<file path="src/sv/fqs_pkg.sv">
// shared types, constants, microprogram and helpers for the ready / i/o wait queue scheduler
package fqs_pkg;

	localparam int QUEUE_DEPTH = 16;
	localparam int ID_BITS     = 8;

	localparam int PTR_W = (QUEUE_DEPTH > 1) ? $clog2(QUEUE_DEPTH) : 1;
	localparam int CNT_W = $clog2(QUEUE_DEPTH + 1);
	localparam int SUM_W = CNT_W + 1;
	localparam int UPC_W = 5;

	typedef logic [PTR_W-1:0]   ptr_t;
	typedef logic [CNT_W-1:0]   cnt_t;
	typedef logic [ID_BITS-1:0] id_t;
	typedef logic [UPC_W-1:0]   upc_t;

	typedef enum logic [1:0] {
		OP_ADD   = 2'd0,
		OP_YIELD = 2'd1,
		OP_TERM  = 2'd2,
		OP_BLOCK = 2'd3
	} op_t;

	typedef enum logic [1:0] {
		ST_OK       = 2'd0,
		ST_EMPTY    = 2'd1,
		ST_FULL     = 2'd2,
		ST_NOTFOUND = 2'd3
	} status_t;

	// datapath micro-operations
	typedef enum logic [3:0] {
		U_NOP,
		U_SET_FULL,
		U_SET_EMPTY,
		U_SET_OK,
		U_SCAN_INIT,
		U_IDX_INC,
		U_R_PUSH_ID,
		U_R_PUSH_WOKEN,
		U_RD_WAIT_HEAD,
		U_RD_READY_HEAD,
		U_RD_READY_IDX,
		U_R_POP,
		U_R_SHIFT,
		U_R_DROP_TAIL,
		U_W_PUSH_ID,
		U_EMIT
	} uop_t;

	// jump conditions
	typedef enum logic [3:0] {
		C_NEVER,
		C_ALWAYS,
		C_RFULL,
		C_WFULL,
		C_REMPTY,
		C_NOWAKE,
		C_IDX_END,
		C_NOMATCH,
		C_OUTBUSY
	} cond_t;

	typedef struct packed {
		uop_t  uop;
		cond_t cond;
		upc_t  target;
	} ucw_t;

	typedef struct packed {
		logic rfull;
		logic wfull;
		logic rempty;
		logic nowake;
		logic idx_end;
		logic nomatch;
		logic out_busy;
	} flags_t;

	// program labels
	localparam upc_t L_ADD     = 5'd0;
	localparam upc_t L_ADD_1   = 5'd1;
	localparam upc_t L_ADD_2   = 5'd2;
	localparam upc_t L_ADD_3   = 5'd3;
	localparam upc_t L_YLD     = 5'd4;
	localparam upc_t L_YLD_1   = 5'd5;
	localparam upc_t L_BLK     = 5'd6;
	localparam upc_t L_BLK_1   = 5'd7;
	localparam upc_t L_TRM     = 5'd8;
	localparam upc_t L_TRM_RD  = 5'd9;
	localparam upc_t L_TRM_CMP = 5'd10;
	localparam upc_t L_TRM_HIT = 5'd11;
	localparam upc_t L_SHF_RD  = 5'd12;
	localparam upc_t L_SHF_WR  = 5'd13;
	localparam upc_t L_SHF_END = 5'd14;
	localparam upc_t L_FULL    = 5'd15;
	localparam upc_t L_EMPTY   = 5'd16;
	localparam upc_t L_EMIT    = 5'd17;

	function automatic upc_t entry_of(op_t op);
		upc_t e;
		case (op)
			OP_ADD:   e = L_ADD;
			OP_YIELD: e = L_YLD;
			OP_TERM:  e = L_TRM;
			OP_BLOCK: e = L_BLK;
			default:  e = L_EMIT;
		endcase
		return e;
	endfunction

	// control store
	function automatic ucw_t ucode(upc_t pc);
		ucw_t w;
		case (pc)
			L_ADD:     w = '{U_NOP,           C_RFULL,   L_FULL};
			L_ADD_1:   w = '{U_R_PUSH_ID,     C_NEVER,   L_EMIT};
			L_ADD_2:   w = '{U_RD_WAIT_HEAD,  C_NOWAKE,  L_EMIT};
			L_ADD_3:   w = '{U_R_PUSH_WOKEN,  C_ALWAYS,  L_EMIT};
			L_YLD:     w = '{U_RD_READY_HEAD, C_REMPTY,  L_EMPTY};
			L_YLD_1:   w = '{U_R_POP,         C_ALWAYS,  L_EMIT};
			L_BLK:     w = '{U_NOP,           C_WFULL,   L_FULL};
			L_BLK_1:   w = '{U_W_PUSH_ID,     C_ALWAYS,  L_YLD};
			L_TRM:     w = '{U_SCAN_INIT,     C_NEVER,   L_EMIT};
			L_TRM_RD:  w = '{U_RD_READY_IDX,  C_IDX_END, L_EMIT};
			L_TRM_CMP: w = '{U_IDX_INC,       C_NOMATCH, L_TRM_RD};
			L_TRM_HIT: w = '{U_SET_OK,        C_NEVER,   L_EMIT};
			L_SHF_RD:  w = '{U_RD_READY_IDX,  C_IDX_END, L_SHF_END};
			L_SHF_WR:  w = '{U_R_SHIFT,       C_ALWAYS,  L_SHF_RD};
			L_SHF_END: w = '{U_R_DROP_TAIL,   C_ALWAYS,  L_EMIT};
			L_FULL:    w = '{U_SET_FULL,      C_ALWAYS,  L_EMIT};
			L_EMPTY:   w = '{U_SET_EMPTY,     C_ALWAYS,  L_EMIT};
			L_EMIT:    w = '{U_EMIT,          C_OUTBUSY, L_EMIT};
			default:   w = '{U_EMIT,          C_OUTBUSY, L_EMIT};
		endcase
		return w;
	endfunction

	// circular buffer address: head plus offset, offset at most the depth
	function automatic ptr_t qaddr(ptr_t head, cnt_t off);
		logic [SUM_W-1:0] s;
		s = SUM_W'(head) + SUM_W'(off);
		if (s >= SUM_W'(QUEUE_DEPTH)) begin
			s = s - SUM_W'(QUEUE_DEPTH);
		end
		return s[PTR_W-1:0];
	endfunction

	function automatic id_t id_in(logic [7:0] x);
		logic [15:0] t;
		t = 16'(x);
		return t[ID_BITS-1:0];
	endfunction

	function automatic logic [7:0] id_out(id_t v);
		logic [15:0] t;
		t = 16'(v);
		return t[7:0];
	endfunction

endpackage

</file>
<file path="src/sv/fqs_ram.sv">
// generic single write, single read ram with registered read data
module fqs_ram #(
	parameter int WIDTH = 8,
	parameter int DEPTH = 16
) (
	input  logic                                   clk,
	input  logic                                   we,
	input  logic [((DEPTH > 1) ? $clog2(DEPTH) : 1)-1:0] waddr,
	input  logic [WIDTH-1:0]                       wdata,
	input  logic [((DEPTH > 1) ? $clog2(DEPTH) : 1)-1:0] raddr,
	output logic [WIDTH-1:0]                       rdata
);

	logic [WIDTH-1:0] mem [DEPTH];

	always_ff @(posedge clk) begin
		if (we) begin
			mem[waddr] <= wdata;
		end
		rdata <= mem[raddr];
	end

endmodule

</file>
<file path="src/sv/fqs_seq.sv">
// microcode sequencer: step counter, control store lookup and conditional jumps
module fqs_seq import fqs_pkg::*; (
	input  logic   clk,
	input  logic   arst_n,
	input  logic   start,
	input  upc_t   entry,
	input  flags_t flags,
	output logic   busy,
	output uop_t   uop
);

	upc_t upc_q;
	logic busy_q;
	ucw_t cw;
	logic take;
	logic done;

	assign cw = ucode(upc_q);

	always_comb begin
		case (cw.cond)
			C_NEVER:   take = 1'b0;
			C_ALWAYS:  take = 1'b1;
			C_RFULL:   take = flags.rfull;
			C_WFULL:   take = flags.wfull;
			C_REMPTY:  take = flags.rempty;
			C_NOWAKE:  take = flags.nowake;
			C_IDX_END: take = flags.idx_end;
			C_NOMATCH: take = flags.nomatch;
			C_OUTBUSY: take = flags.out_busy;
			default:   take = 1'b0;
		endcase
	end

	// final step completes only once the output register is free
	assign done = busy_q && (cw.uop == U_EMIT) && !flags.out_busy;
	assign uop  = busy_q ? cw.uop : U_NOP;
	assign busy = busy_q;

	always_ff @(posedge clk or negedge arst_n) begin
		if (!arst_n) begin
			upc_q  <= L_EMIT;
			busy_q <= 1'b0;
		end else if (start) begin
			upc_q  <= entry;
			busy_q <= 1'b1;
		end else if (busy_q) begin
			upc_q <= take ? cw.target : upc_q + UPC_W'(1);
			if (done) begin
				busy_q <= 1'b0;
			end
		end
	end

endmodule

</file>
<file path="src/sv/fifo_ready_and_io_wait_queues.sv">
// top level of the ready queue / i/o wait queue thread scheduler
// usage:
//   request channel: in_valid / in_stall with opcode, thread_id, disk_ready.
//   one request is worked on at a time; in_stall stays high from the transfer
//   of a request until its result has been loaded into the output register.
//   result channel: out_valid / out_stall with dispatched, dispatch_id, woken,
//   woken_id, status; exactly one result per request, in request order.
//   a microcode sequencer steps a small datapath one control word per cycle,
//   holding its final step while out_stall holds a result; both queues are
//   circular buffers in single-port-read rams, so every queue entry touched
//   costs a read step. terminate scans the ready queue for the id and, on a
//   hit, closes the gap by shifting the later entries toward the head.
//   reset clears both queue counts and pointers; ram contents stay unknown and
//   are only used below the counts.
//   while out_stall holds a result, the sequencer waits in its final step and
//   the finished request keeps in_stall high; nothing is lost.
module fifo_ready_and_io_wait_queues import fqs_pkg::*; (
	input  logic       clk,
	input  logic       arst_n,
	input  logic       in_valid,
	output logic       in_stall,
	input  logic [1:0] opcode,
	input  logic [7:0] thread_id,
	input  logic       disk_ready,
	output logic       out_valid,
	input  logic       out_stall,
	output logic       dispatched,
	output logic [7:0] dispatch_id,
	output logic       woken,
	output logic [7:0] woken_id,
	output logic [1:0] status
);

	logic   busy;
	logic   start;
	uop_t   uop;
	flags_t flags;

	// queue pointers and counts
	ptr_t rhead_q;
	cnt_t rcount_q;
	ptr_t whead_q;
	cnt_t wcount_q;
	cnt_t idx_q;

	// latched request
	id_t  req_id_q;
	logic req_disk_q;

	// working result
	logic    res_disp_q;
	id_t     res_disp_id_q;
	logic    res_wok_q;
	id_t     res_wok_id_q;
	status_t res_status_q;

	// output register
	logic    out_valid_q;
	logic    out_disp_q;
	id_t     out_disp_id_q;
	logic    out_wok_q;
	id_t     out_wok_id_q;
	status_t out_status_q;

	// ram ports
	logic r_we;
	ptr_t r_waddr;
	id_t  r_wdata;
	ptr_t r_raddr;
	id_t  r_rdata;
	logic w_we;
	ptr_t w_waddr;
	ptr_t w_raddr;
	id_t  w_rdata;

	assign in_stall = busy;
	assign start    = in_valid && !busy;

	assign flags.rfull    = (rcount_q == CNT_W'(QUEUE_DEPTH));
	assign flags.wfull    = (wcount_q == CNT_W'(QUEUE_DEPTH));
	assign flags.rempty   = (rcount_q == '0);
	assign flags.nowake   = (wcount_q == '0) || !req_disk_q ||
		(rcount_q == CNT_W'(QUEUE_DEPTH));
	assign flags.idx_end  = (idx_q == rcount_q);
	assign flags.nomatch  = (r_rdata != req_id_q);
	assign flags.out_busy = out_valid_q && out_stall;

	fqs_seq u_seq (
		.clk    (clk),
		.arst_n (arst_n),
		.start  (start),
		.entry  (entry_of(op_t'(opcode))),
		.flags  (flags),
		.busy   (busy),
		.uop    (uop)
	);

	// ram address and write selection from the current micro-op
	always_comb begin
		r_we    = 1'b0;
		r_waddr = qaddr(rhead_q, rcount_q);
		r_wdata = req_id_q;
		r_raddr = rhead_q;
		w_we    = 1'b0;
		w_waddr = qaddr(whead_q, wcount_q);
		w_raddr = whead_q;
		case (uop)
			U_R_PUSH_ID: begin
				r_we = 1'b1;
			end
			U_R_PUSH_WOKEN: begin
				r_we    = 1'b1;
				r_wdata = w_rdata;
			end
			U_R_SHIFT: begin
				// move entry idx one place toward the head
				r_we    = 1'b1;
				r_waddr = qaddr(rhead_q, idx_q - CNT_W'(1));
				r_wdata = r_rdata;
			end
			U_RD_READY_IDX: begin
				r_raddr = qaddr(rhead_q, idx_q);
			end
			U_W_PUSH_ID: begin
				w_we = 1'b1;
			end
			default: begin
			end
		endcase
	end

	fqs_ram #(.WIDTH(ID_BITS), .DEPTH(QUEUE_DEPTH)) u_ready_ram (
		.clk   (clk),
		.we    (r_we),
		.waddr (r_waddr),
		.wdata (r_wdata),
		.raddr (r_raddr),
		.rdata (r_rdata)
	);

	fqs_ram #(.WIDTH(ID_BITS), .DEPTH(QUEUE_DEPTH)) u_wait_ram (
		.clk   (clk),
		.we    (w_we),
		.waddr (w_waddr),
		.wdata (req_id_q),
		.raddr (w_raddr),
		.rdata (w_rdata)
	);

	// queue bookkeeping
	always_ff @(posedge clk or negedge arst_n) begin
		if (!arst_n) begin
			rhead_q  <= '0;
			rcount_q <= '0;
			whead_q  <= '0;
			wcount_q <= '0;
			idx_q    <= '0;
		end else begin
			case (uop)
				U_SCAN_INIT: idx_q <= '0;
				U_IDX_INC:   idx_q <= idx_q + CNT_W'(1);
				U_R_SHIFT:   idx_q <= idx_q + CNT_W'(1);
				U_R_PUSH_ID: rcount_q <= rcount_q + CNT_W'(1);
				U_R_PUSH_WOKEN: begin
					// wait head moves to the ready tail
					rcount_q <= rcount_q + CNT_W'(1);
					whead_q  <= qaddr(whead_q, CNT_W'(1));
					wcount_q <= wcount_q - CNT_W'(1);
				end
				U_R_POP: begin
					rhead_q  <= qaddr(rhead_q, CNT_W'(1));
					rcount_q <= rcount_q - CNT_W'(1);
				end
				U_R_DROP_TAIL: rcount_q <= rcount_q - CNT_W'(1);
				U_W_PUSH_ID:   wcount_q <= wcount_q + CNT_W'(1);
				default: begin
				end
			endcase
		end
	end

	// request latch and working result
	always_ff @(posedge clk) begin
		if (start) begin
			req_id_q      <= id_in(thread_id);
			req_disk_q    <= disk_ready;
			res_disp_q    <= 1'b0;
			res_disp_id_q <= '0;
			res_wok_q     <= 1'b0;
			res_wok_id_q  <= '0;
			res_status_q  <= ST_OK;
		end else begin
			case (uop)
				U_SET_FULL:  res_status_q <= ST_FULL;
				U_SET_EMPTY: res_status_q <= ST_EMPTY;
				U_SET_OK:    res_status_q <= ST_OK;
				U_SCAN_INIT: res_status_q <= ST_NOTFOUND;
				U_R_PUSH_WOKEN: begin
					res_wok_q    <= 1'b1;
					res_wok_id_q <= w_rdata;
				end
				U_R_POP: begin
					res_disp_q    <= 1'b1;
					res_disp_id_q <= r_rdata;
				end
				default: begin
				end
			endcase
		end
	end

	// output register: loads when the final step runs, clears on transfer
	always_ff @(posedge clk or negedge arst_n) begin
		if (!arst_n) begin
			out_valid_q <= 1'b0;
		end else if (uop == U_EMIT && !flags.out_busy) begin
			out_valid_q <= 1'b1;
		end else if (!out_stall) begin
			out_valid_q <= 1'b0;
		end
	end

	always_ff @(posedge clk) begin
		if (uop == U_EMIT && !flags.out_busy) begin
			out_disp_q    <= res_disp_q;
			out_disp_id_q <= res_disp_id_q;
			out_wok_q     <= res_wok_q;
			out_wok_id_q  <= res_wok_id_q;
			out_status_q  <= res_status_q;
		end
	end

	assign out_valid   = out_valid_q;
	assign dispatched  = out_disp_q;
	assign dispatch_id = id_out(out_disp_id_q);
	assign woken       = out_wok_q;
	assign woken_id    = id_out(out_wok_id_q);
	assign status      = out_status_q;

	// queue counts never pass the depth
	a_counts: assert property (@(posedge clk) disable iff (!arst_n)
		(rcount_q <= CNT_W'(QUEUE_DEPTH)) && (wcount_q <= CNT_W'(QUEUE_DEPTH)))
		else $error("queue count beyond depth");

	// a new result only appears from the final micro-step
	a_emit: assert property (@(posedge clk) disable iff (!arst_n)
		$rose(out_valid) |-> $past(uop == U_EMIT))
		else $error("result without final step");

	// a taken request stalls the input side once it has been transferred
	a_hold: assert property (@(posedge clk) disable iff (!arst_n)
		(in_valid && !in_stall) |=> in_stall)
		else $error("request not held busy");

	// a dispatch or wake-up always reports success
	a_ok: assert property (@(posedge clk) disable iff (!arst_n)
		(out_valid && (dispatched || woken)) |-> (status == ST_OK))
		else $error("dispatch or wake-up with error status");

endmodule
</file>
<file path="config.mk">
export PLATFORM = sky130hd
export DESIGN_NAME = fifo_ready_and_io_wait_queues
export DESIGN_NICKNAME = d
export VERILOG_FILES = /design/src/sv/fqs_pkg.sv /design/src/sv/fqs_ram.sv /design/src/sv/fqs_seq.sv /design/src/sv/fifo_ready_and_io_wait_queues.sv
export SDC_FILE = /design/constraint.sdc
export NUM_CORES = 1
export LEC_CHECK = 0
export ABC_AREA = 1
export BUFFER_PORTS_ARGS = -buffer_cell sky130_fd_sc_hd__buf_2
export CAP_MARGIN = 30
export CORE_ASPECT_RATIO = 1.4
export CORE_MARGIN = 8
export CORE_UTILIZATION = 25
export DETAILED_ROUTE_END_ITERATION = 6
export SLEW_MARGIN = 20
export SYNTH_ARGS = -nofsm -noshare
export SYNTH_HDL_FRONTEND = slang
export SYNTH_SLANG_ARGS = --single-unit
export TNS_END_PERCENT = 30
</file>
<file path="constraint.sdc">
create_clock -name clk -period 7.6 [get_ports clk]
set_clock_uncertainty 0.15 [all_clocks]
set_input_delay 2.28 -clock clk [delete_from_list [all_inputs] [get_ports clk]]
set_output_delay 2.28 -clock clk [all_outputs]
set_load 0.02 [all_outputs]
</file>
==> results of run 1 <==
## synth_stat cells (4+ instances only)
library cell  instances
nor2_1              131
nand4_1               9
inv_1               176
xor2_1               25
o21ai_0              62
mux2i_1              20
buf_1                 5
dfrtp_1              28
ha_1                 24
nand2_1             237
nand2_2               9
o221ai_1             21
clkbuf_1             25
nor3_1                4
o211ai_1             14
nand3_2               8
edfxtp_1            285
fa_1                  5
o32ai_1              11
xnor2_1              15
a21oi_1              18
buf_2                24
inv_2                 9
nand3_1             210
dfxtp_1              36
## layout by cell type, fill, tap and decap left out, types with 4 or more instances in the layout
cell and n:
clkbuf_16 31, buf_4 10, nor3_1 4, nand4_1 9, nand3_1 210, mux2i_1 20
nor2_1 130, nand2_2 9, ha_1 24, inv_1 176, nand3_2 8, o32ai_1 11
o221ai_1 21, buf_2 36, nand2_1 237, o211ai_1 14, fa_1 5, dfrtp_1 26
xnor2_1 15, clkinvlp_4 4, dfxtp_1 36, edfxtp_1 285, clkinv_1 5, bufinv_16 4
a21oi_1 18, xor2_1 25, inv_2 9, o21ai_0 62, clkinv_2 6
## worst min path at each step
stage | start | to | slack, ns | depth (start not counted)
after floorplan | res_status_q[1] | status[1] | 0.26 | 0
after global placement | res_disp_id_q[2] | dispatch_id[2] | 0.26 | 0
after detailed placement | res_disp_id_q[4] | dispatch_id[4] | 0.27 | 0
after CTS | res_disp_id_q[4] | dispatch_id[4] | 0.29 | 0
after global routing | res_disp_id_q[0] | dispatch_id[0] | 0.30 | 0
final | res_disp_q | dispatched | 0.28 | 0
## registers in the layout (all words and copies together), names as in the netlist
register           count
out_valid              1
w_raddr                4
dispatch_id            8
rhead_q                4
status                 2
res_wok_id_q           8
wcount_q               5
res_disp_q             1
u_ready_ram.rdata      8
u_wait_ram.mem       128
res_wok_q              1
idx_q                  5
dispatched             1
u_seq.busy             1
u_seq.upc_q            5
req_id_q               8
woken_id               8
u_ready_ram.mem      128
req_disk_q             1
res_disp_id_q          8
u_wait_ram.rdata       8
res_status_q           2
woken                  1
rcount_q               5
## stage by stage
step | util [%] | setup slack (ns) | cells
global route | 28.8 | 2.66 | 2322
global placement | 26.9 | 3.23 | 2260
CTS | 28.7 | 3.04 | 2319
floorplan | - | 3.73 | 1448
finish | 28.8 | 3.04 | 2323
detailed placement | 27.0 | 3.04 | 2261
## power by group through the flow
stage / logic [mW] / registers (mW) / clock network [mW]
3_5_place_dp: 3.38 / 3.03 / 0
6_report: 3.40 / 2.99 / 1.64
5_1_grt: 3.80 / 3.03 / 1.74
4_1_cts: 3.39 / 2.99 / 1.67
3_3_place_gp: 3.31 / 3.03 / 0
2_1_floorplan: 2.36 / 2.94 / 0
## layout make-up
type | count | area (um^2) | share of cell area, %
Antenna cell | 1 | 2.50 | 0.0140
Clock buffer | 33 | 793 | 4.44
Clock inverter | 25 | 264 | 1.48
Inverter | 187 | 702 | 3.93
Multi-Input combinational cell | 851 | 4680 | 26.2
Sequential cell | 351 | 10000 | 56.2
Tap cell | 825 | 1030 | 5.78
Timing Repair Buffer | 50 | 345 | 1.93
## worst reg2reg max path, cell delays in order, from the launching register on
cell and delay, ns:
dfstp_2 0.61, inv_2 0.08, ha_1 0.28, inv_1 0.06
nand2_1 0.08, nand3_1 0.13, o211ai_4 0.16, nand3_2 0.15
nor2_2 0.20, nand2_2 0.18, o21ai_0 0.30, ha_1 0.32
a21oi_1 0.17, nand2_1 0.08, xor2_1 0.25, inv_1 0.11
nand2_1 0.12, nand3_2 0.14, nor2_1 0.63
## metal layers
metal,up-vias,wire length [um]
met5,-,13
met3,80,1390
met4,2,1610
met1,4994,15000
met2,204,20600
li1,5009,-
## logic make-up after synthesis
group	count (synthesis)	synth area share (%)
buf+inv	246	6.25
fa+ha+maj	29	2.55
mux	20	1.28
xor+xnor	41	2.34
simple gates	620	17.7
flops	351	64.0
compound gates	141	5.91
==> impl_metrics.env, run 1 <==
export IMPL_drv_slew=0
export IMPL_swShare_pct=42.6
export IMPL_place_hpwl_mm=26.6
export IMPL_cts_resized=0
export IMPL_syn_area_um2=15700
export IMPL_core_um2=62000
export IMPL_grt_max_degree=70
export IMPL_syn_inst=1448
export IMPL_switching_power_mw=3.41
export IMPL_synth_async_reset_ratio_pct=8.55
export IMPL_path_delay_family="simple AND/OR/NAND/NOR gates"
export IMPL_r2r_end="u_ready_ram.mem[12][1]"
export IMPL_clkPwrFrac_pct=20.4
export IMPL_route_vias_total=10289
export IMPL_slowest_delay_ns=0.62
export IMPL_use_met3_pct=1.28
export IMPL_synth_edff_count=285
export IMPL_clockBufferDepth=3
export IMPL_final_area_um2=17900
export IMPL_drc_errors=0
export IMPL_path_max_fanout=11
export IMPL_synth_nets=1492
export IMPL_reg2reg_from="u_seq.upc_q[0]"
export IMPL_grt_first_pass_wirelength_mm=60.1
export IMPL_cts_setup_buffers=0
export IMPL_crit_path_end_kind="flop"
export IMPL_ys_warn_count=0
export IMPL_whs_ns=0.283
export IMPL_layout_worst_path_cycle_share_pct=60.0
export IMPL_power_internal_mw=4.61
export IMPL_drive_gt1_share_pct=10.2
export IMPL_drt_iter0_drc=738
export IMPL_status="finished clean"
export IMPL_fp_dieW_um=228
export IMPL_cts_htree_levels=1
export IMPL_cap_violations=0
export IMPL_cts_tree="built"
export IMPL_path_common_cell="nand2_1"
export IMPL_tightest_slew_ns=0.951
export IMPL_clock_sinks=351
export IMPL_cp_start_kind="flop"
export IMPL_vias_per_cell=4.43
export IMPL_clock_latency_ns=0.58
export IMPL_tns_ns=0
export IMPL_power_frac_comb_pct=42.4
export IMPL_powerDensity_nw_per_um2=449
export IMPL_startpoint="u_seq.upc_q[0]"
export IMPL_cts_inserted_buffers=31
export IMPL_ys_ff_latch=351
export IMPL_path_cells="inv_2 -> ha_1 -> inv_1 -> nand2_1 -> nand3_1 -> o211ai_4 -> nand3_2 -> nor2_2 -> nand2_2 -> o21ai_0 -> ha_1 -> a21oi_1 -> nand2_1 -> xor2_1 -> inv_1 -> nand2_1 -> nand3_2 -> nor2_1"
export IMPL_synth_top_cell_area_share_pct=54.6
export IMPL_die_h_um=312
export IMPL_postSynthAreaPerCell_um2=10.8
export IMPL_layout_nets=1516
export IMPL_fmax_mhz=219
export IMPL_start_util_pct=25.3
export IMPL_synth_area_leader_cell="edfxtp_1"
export IMPL_place_congestion=0.854
export IMPL_hold_path_class="flop to flop"
export IMPL_grt_busiest_layer="met2"
export IMPL_critical_path_required_ns=7.66
export IMPL_syn_to_final_growth_pct=13.8
export IMPL_fin_crit_ns=4.56
export IMPL_synth_cell_type_count=51
export IMPL_ctsHoldBuffers=0
export IMPL_grt_use_total_pct=10.6
export IMPL_routed_wirelength_mm=38.6
export IMPL_ys_flop_type="edfxtp_1"
export IMPL_rows=108
export IMPL_rrSetupSlack_ns=3.04
export IMPL_hold_violations=0
export IMPL_antenna_found_initial=2
export IMPL_cp_arrival_ns=4.61
export IMPL_p_total_mw=8.02
export IMPL_clockRootBuffer="clkbuf_16"
export IMPL_die_area_um2=71100
export IMPL_rsz0062_at_grt="false"
export IMPL_grt_overflow_total=0
export IMPL_max_slew_margin_pct=36.4
export IMPL_synth_area_leaders="edfxtp_1 55%, nand3_1 6.7%, nand2_1 5.7%"
export IMPL_crit_type="flop to flop"
export IMPL_power_leakage_nw=6.93
export IMPL_setup_viol_count_final=0
export IMPL_n_fill_cell=6314
export IMPL_rr_worst_depth=18
export IMPL_drt_pass1_iterations=5
export IMPL_met1_usage_pct=11.7
export IMPL_io_buffers=36
export IMPL_ant_nets=0
export IMPL_cp_num_cells=18
export IMPL_met2_usage_pct=20.1
export IMPL_io_pins=37
export IMPL_critical_path_buf_inv_count=3
export IMPL_cpMaxStageDelayCell="nor2_1"
export IMPL_dpl_cell_area_um2=16700
export IMPL_endpoint="u_ready_ram.mem[12][1]"
export IMPL_avgRoutedWirePerCell_um=16.6
export IMPL_peakVddDrop_mv=0.204
export IMPL_grt_pass1_vias=10419
export IMPL_yosysSeqAreaShare_pct=64.0
export IMPL_clk_pin_slew_ns=0.07
export IMPL_seqPwrFrac_pct=37.2
Note: power is estimated with default switching activity, not from simulation.
==> run 2: changes to the inputs <==
- ABC_AREA: 1 -> 0
- clock period: 7.6 -> 3.7 ns (I/O delays scaled with it)
==> run 2 against run 1 <==
  * Flip-flop and latch count did not move
  * Largest cell class unchanged
  * Worst setup slack got worse by 3.5 ns
  * Combinational power rose to 2.8 times the previous value
  * Power rose by 140%
  * Cell count fell by 7.9%
  * The flow now finishes with violations (setup timing)
  * Area after synthesis barely moved
  * Via count fell by 2.1%
  * Register-to-register slack got worse by 3.5 ns
  * Count of clock-buffer cells in the layout rose by 14
  * Largest power group unchanged
  * Critical path type unchanged
==> impl_metrics.env, run 2 <==
export IMPL_place_hpwl_mm=28.0
export IMPL_synth_edff_count=285
export IMPL_ys_ff_latch=351
export IMPL_crit_type="flop to flop"
export IMPL_fp_dieW_um=228
export IMPL_path_max_fanout=8
export IMPL_synth_common_cells="285 x edfxtp_1, 110 x nand2_1, 53 x clkbuf_1"
export IMPL_drt_iter0_drc=647
export IMPL_rows=108
export IMPL_fin_crit_ns=4.20
export IMPL_startpoint="u_seq.upc_q[0]"
export IMPL_grt_first_pass_wirelength_mm=61.9
export IMPL_drc_errors=0
export IMPL_synth_area_leader_cell="edfxtp_1"
export IMPL_synth_nets=1171
export IMPL_route_vias_total=10077
export IMPL_postSynthAreaPerCell_um2=13.9
export IMPL_hold_path_class="flop to flop"
export IMPL_max_slew_margin_pct=47.9
export IMPL_cp_arrival_ns=4.30
export IMPL_start_util_pct=25.3
export IMPL_r2r_end="u_ready_ram.mem[7][5]"
export IMPL_hold_violations=0
export IMPL_peakVddDrop_mv=0.587
export IMPL_rsz0062_at_grt="true"
export IMPL_clockRootBuffer="clkbuf_16"
export IMPL_die_h_um=312
export IMPL_synth_top_family_by_area="simple AND/OR/NAND/NOR gates"
export IMPL_io_buffers=36
export IMPL_synth_xor_xnor_area_share_pct=2.57
export IMPL_violations="setup timing"
export IMPL_synth_simple_gate_area_share_pct=9.66
export IMPL_cap_violations=0
export IMPL_synth_cell_type_count=61
export IMPL_powerDensity_nw_per_um2=956
export IMPL_place_congestion=0.857
export IMPL_ys_warn_count=0
export IMPL_critical_path_required_ns=3.80
export IMPL_drv_slew=0
export IMPL_ys_flop_type="edfxtp_1"
export IMPL_ant_nets=0
export IMPL_drive_gt1_share_pct=29.0
export IMPL_io_pins=37
export IMPL_tightest_slew_ns=0.782
export IMPL_n_fill_cell=6001
export IMPL_rrSetupSlack_ns=-0.50
export IMPL_die_area_um2=71200
export IMPL_drt_pass1_iterations=5
export IMPL_final_common_cell="edfxtp_1"
export IMPL_synth_area_leaders="edfxtp_1 55%, mux4_2 5.9%, dfxtp_1 4.6%"
export IMPL_endpoint="u_ready_ram.mem[7][5]"
export IMPL_cts_htree_levels=2
export IMPL_fmax_mhz=238
export IMPL_layout_setup_ws_ns=-0.501
export IMPL_yosys_area_share_adder_pct=2.55
export IMPL_tns_ns=-53.05
export IMPL_antenna_found_initial=0
export IMPL_grt_overflow_total=0
export IMPL_synth_top_cell_area_share_pct=54.5
export IMPL_power_leakage_nw=7.10
export IMPL_setup_viol_count_final=138
export IMPL_layout_worst_path_cycle_share_pct=114
export IMPL_top_regs="u_ready_ram.mem x128, u_wait_ram.mem x128"
export IMPL_cts_tree="built"
export IMPL_syn_inst=1127
export IMPL_cp_start_kind="flop"
export IMPL_grt_pass1_vias=10437
export IMPL_syn_area_um2=15700
export IMPL_synth_async_reset_ratio_pct=8.55
export IMPL_clockBufferDepth=3
export IMPL_insertedDiodeCount=0
export IMPL_grt_max_degree=54
export IMPL_clk_pin_slew_ns=0.06
export IMPL_reg2reg_from="u_seq.upc_q[0]"
export IMPL_avgRoutedWirePerCell_um=18.9
export IMPL_routed_wirelength_mm=40.5
export IMPL_vias_per_cell=4.71
export IMPL_synth_compound_area_share_pct=9.10
export IMPL_synth_most_common_cell="edfxtp_1"
export IMPL_status="finished, violations left"
export IMPL_final_cell_mix="285 x edfxtp_1, 105 x nand2_1, 101 x buf_4"
export IMPL_fin_util_pct=32.3
export IMPL_crit_path_end_kind="flop"
export IMPL_ctsHoldBuffers=0
export IMPL_synthMuxAreaShare_pct=9.58
export IMPL_cts_inserted_buffers=35
export IMPL_grt_use_total_pct=11.0
export IMPL_clock_sinks=351
export IMPL_syn_to_final_growth_pct=27.7
export IMPL_rr_worst_depth=18
export IMPL_layout_nets=1331
export IMPL_core_um2=62000
export IMPL_clock_latency_ns=0.54
export IMPL_yosysSeqAreaShare_pct=63.9
-- run 2: cell types whose count changed in the layout (fill, tap and decap cells not counted), moves of 34 or more --
cell | before | now
nand3_1 | 210 | 23
inv_1 | 176 | 37
nand2_1 | 237 | 105
buf_4 | 10 | 101
nor2_1 | 130 | 39
o21ai_0 | 62 | 11
a311oi_1 | 0 | 49
mux4_2 | 0 | 41
nand2b_1 | 0 | 34
-- run 2: area by class of cell --
cell class / count / area (um^2) / area share [%]
repair buffers: 190 / 1820 / 9.06
flip-flops and latches: 351 / 10000 / 50.1
inverters: 40 / 155 / 0.774
multi-input cells: 669 / 5800 / 29.0
clock inverters: 17 / 213 / 1.06
well taps: 825 / 1030 / 5.15
clock buffers: 47 / 982 / 4.90
-- run 2: worst min path at each step --
stage | startpoint | endpoint | slack [ns] | cells past startpoint
final | res_wok_id_q[6] | woken_id[6] | 0.27 | 0
after global routing | res_wok_id_q[6] | woken_id[6] | 0.30 | 0
after CTS | res_wok_id_q[6] | woken_id[6] | 0.28 | 0
after detailed placement | res_wok_id_q[4] | woken_id[4] | 0.27 | 0
after global placement | res_status_q[0] | status[0] | 0.27 | 0
after floorplan | res_disp_id_q[0] | dispatch_id[0] | 0.26 | 0
-- run 2: metal layers --
| metal | track usage, % | wire length [um] | share of wire (%) | vias up |
|---|---|---|---|---|
| met5 | 0 | 0 | 0 | - |
| met4 | 3.00 | 923 | 2.3 | 0 |
| met3 | 1.39 | 1350 | 3.3 | 58 |
| li1 | - | - | - | 4668 |
| met1 | 12.2 | 15500 | 38 | 5125 |
| met2 | 21.5 | 22700 | 56 | 226 |
-- run 2: logic make-up (layout without fill, tap and decap cells) --
kind of cell,Yosys count,count (layout)
adder cells (fa/ha/maj),29,29
XOR/XNOR,46,46
multiplexers,97,97
AND/OR/NAND/NOR,307,307
AO/OA/AOI/OAI,190,190
flip-flops,351,351
buffers and inverters,107,294
-- run 2: metrics by stage --
| step | power, mW | std cells | area (um^2) | hold WS (ns) | setup WS [ns] |
|---|---|---|---|---|---|
| after floorplan | 11.3 | 1127 | 16000 | 0.258 | -0.732 |
| after global placement | 14.6 | 2047 | 18200 | 0.272 | -0.585 |
| after detailed placement | 14.7 | 2047 | 18200 | 0.268 | -0.655 |
| after CTS | 18.7 | 2129 | 19700 | 0.280 | -0.477 |
| after global routing | 20.2 | 2139 | 20000 | 0.302 | -0.693 |
| final | 19.2 | 2139 | 20000 | 0.270 | -0.501 |
-- run 2: critical path, cell delays in order, from the launching register on --
cell and delay, ns:
dfstp_2 0.57, inv_6 0.05, ha_4 0.15, or2_0 0.20, mux4_2 0.47, nor3b_4 0.17
o21ai_2 0.21, nor2_4 0.10, nor2_2 0.12, a21oi_2 0.05, ha_1 0.33, a21oi_1 0.13
nand2_1 0.13, xor2_4 0.20, buf_6 0.15, xnor2_4 0.18, buf_12 0.16, nor3_4 0.23
buf_12 0.15
-- run 2: power breakdown --
part | switching (mW) | leakage [nW] | internal [mW]
clock | 1.51 | 0.586 | 2.16
sequential | 0.489 | 3.24 | 5.42
combinational | 5.35 | 3.27 | 4.21
total | 7.36 | 7.10 | 11.8
-- run 2: repair_timing --
action | 4_1_cts | 5_1_grt
setup endpoints to repair | 138 | 186
pin swaps | 27 | 19
setup buffers | 20 | 12
gates resized for setup | 20 | 44
==> run 3: changes to the inputs <==
- SKIP_CTS_REPAIR_TIMING: unset -> 1
==> run 3 against run 2 <==
  * The run still ends with setup timing left
  * Sequential power barely moved
  * First-iteration DRC count rose by 4.3%
  * Via count fell by 0.58%
  * Count of clock-buffer cells in the layout did not move
  * Core utilization fell by 0.23 points
  * Non-clock buffer count fell by 9
  * Critical path depth did not move
  * Worst setup slack improved by 0.019 ns
  * Power fell by 1.5%
  * Flip-flop and latch count did not move
==> impl_metrics.env, run 3 (synthesis results as in run 2) <==
export IMPL_dp_cells=2047
export IMPL_die_h_um=312
export IMPL_grt_max_degree=54
export IMPL_fin_util_pct=32.1
export IMPL_cp_start_kind="flop"
export IMPL_switching_power_mw=7.27
export IMPL_clockBufferDepth=3
export IMPL_rsz0062_at_grt="true"
export IMPL_drt_iter0_drc=675
export IMPL_fp_dieW_um=228
export IMPL_grt_overflow_total=0
export IMPL_core_um2=62000
export IMPL_status="finished, violations left"
export IMPL_whs_ns=0.271
export IMPL_place_congestion=0.857
export IMPL_drv_slew=0
export IMPL_antenna_found_initial=0
export IMPL_hold_violations=0
export IMPL_vias_per_cell=4.70
export IMPL_layout_setup_ws_ns=-0.482
export IMPL_path_cells="inv_6 -> ha_4 -> or2_0 -> mux4_2 -> nor3b_4 -> o21ai_2 -> nor2_4 -> nor2_2 -> a21oi_2 -> ha_1 -> a21oi_1 -> nand2_1 -> xor2_4 -> buf_6 -> xnor2_4 -> buf_12 -> nor4_4 -> buf_6"
export IMPL_clk_pin_slew_ns=0.06
export IMPL_tns_ns=-52.85
export IMPL_layout_nets=1322
export IMPL_io_buffers=36
export IMPL_powerDensity_nw_per_um2=949
export IMPL_cp_arrival_ns=4.27
export IMPL_violations="setup timing"
export IMPL_drc_errors=0
export IMPL_crit_path_end_kind="flop"
export IMPL_power_internal_mw=11.6
export IMPL_swShare_pct=38.5
export IMPL_final_cell_mix="285 x edfxtp_1, 108 x nand2_1, 102 x buf_4"
export IMPL_final_cells=2130
export IMPL_die_area_um2=71200
export IMPL_cts_htree_levels=2
export IMPL_path_delay_family="simple AND/OR/NAND/NOR gates"
export IMPL_crit_type="flop to flop"
export IMPL_critical_path_required_ns=3.79
export IMPL_syn_to_final_growth_pct=26.7
export IMPL_setup_viol_count_final=136
export IMPL_power_leakage_nw=7.05
export IMPL_cap_violations=0
export IMPL_n_fill_cell=6021
export IMPL_power_frac_comb_pct=49.2
export IMPL_clock_sinks=351
export IMPL_dpl_cell_area_um2=18200
export IMPL_io_pins=37
export IMPL_slowest_delay_ns=0.57
export IMPL_route_vias_total=10019
export IMPL_fin_crit_ns=4.18
export IMPL_cpMaxStageDelayCell="dfstp_2"
export IMPL_rows=108
export IMPL_insertedDiodeCount=0
export IMPL_post_place_ws_ns=-0.655
export IMPL_top_regs="u_ready_ram.mem x128, u_wait_ram.mem x128"
export IMPL_grt_pass1_vias=10303
export IMPL_fmax_mhz=239
export IMPL_path_max_fanout=8
export IMPL_peakVddDrop_mv=0.586
export IMPL_ant_nets=0
export IMPL_cts_tree="built"
export IMPL_start_util_pct=25.3
export IMPL_clock_latency_ns=0.54
export IMPL_final_area_um2=19900
export IMPL_seqPwrFrac_pct=31.3
export IMPL_clockRootBuffer="clkbuf_16"
export IMPL_drt_pass1_iterations=5
export IMPL_avgRoutedWirePerCell_um=18.9
export IMPL_p_total_mw=18.9
export IMPL_tightest_slew_ns=0.777
export IMPL_final_common_cell="edfxtp_1"
export IMPL_max_slew_margin_pct=48.1
export IMPL_grt_first_pass_wirelength_mm=61.5
export IMPL_clkPwrFrac_pct=19.5
export IMPL_routed_wirelength_mm=40.2
export IMPL_critical_path_buf_inv_count=4
export IMPL_cts_inserted_buffers=35
export IMPL_grt_use_total_pct=10.9
export IMPL_path_common_cell="buf_6"
export IMPL_layout_worst_path_cycle_share_pct=113
export IMPL_place_hpwl_mm=28.0
export IMPL_drive_gt1_share_pct=27.6
export IMPL_hold_path_class="flop to flop"
## run 3: path summary, 6_finish.rpt
path / start / end / slack [ns] / cells past startpoint
worst max-delay path: u_seq.upc_q[0] / u_ready_ram.mem[6][2] / -0.48 / 18
worst min-delay path: res_wok_id_q[6] / woken_id[6] / 0.27 / 0
worst max register to register: u_seq.upc_q[0] / u_ready_ram.mem[6][2] / -0.48 / 18
worst min register to register: res_wok_id_q[6] / woken_id[6] / 0.27 / 0
max in group asynchronous: arst_n / w_raddr[0] / 2.35 / 1
min in group asynchronous: arst_n / wcount_q[1] / 0.50 / 1
## run 3: cell type report
class	count	area, um^2	area share [%]
inverter	40	155	0.780
tap	825	1030	5.19
multi-input combinational	669	5770	29.0
clock inverter	17	213	1.07
sequential	351	10000	50.4
timing repair buffer	181	1710	8.60
clock buffer	47	982	4.94
## run 3: power groups by stage
| stage | clock [mW] | combinational [mW] | sequential (mW) |
|---|---|---|---|
| global route | 3.89 | 10.0 | 5.98 |
| CTS | 3.76 | 8.77 | 5.92 |
| floorplan | 0 | 5.32 | 5.94 |
| detailed placement | 0 | 8.72 | 5.99 |
| finish | 3.68 | 9.28 | 5.91 |
| global placement | 0 | 8.59 | 5.98 |
## run 3: worst register-to-register path, delay by kind of cell (launching register included)
family | cells | cell delay (ns)
AND/OR/NAND/NOR | 6 | 0.98
flip-flops | 1 | 0.57
buffers and inverters | 4 | 0.53
multiplexers | 1 | 0.47
adder cells (fa/ha/maj) | 2 | 0.46
AO/OA/AOI/OAI | 3 | 0.39
XOR/XNOR | 2 | 0.34
## run 3: routing by layer
metal	up-vias	track usage [%]	share of wire, %
li1	4651	-	-
met1	5084	12.1	38
met2	222	21.4	56
met3	62	1.39	3.5
met4	0	2.94	2.5
met5	-	0	0
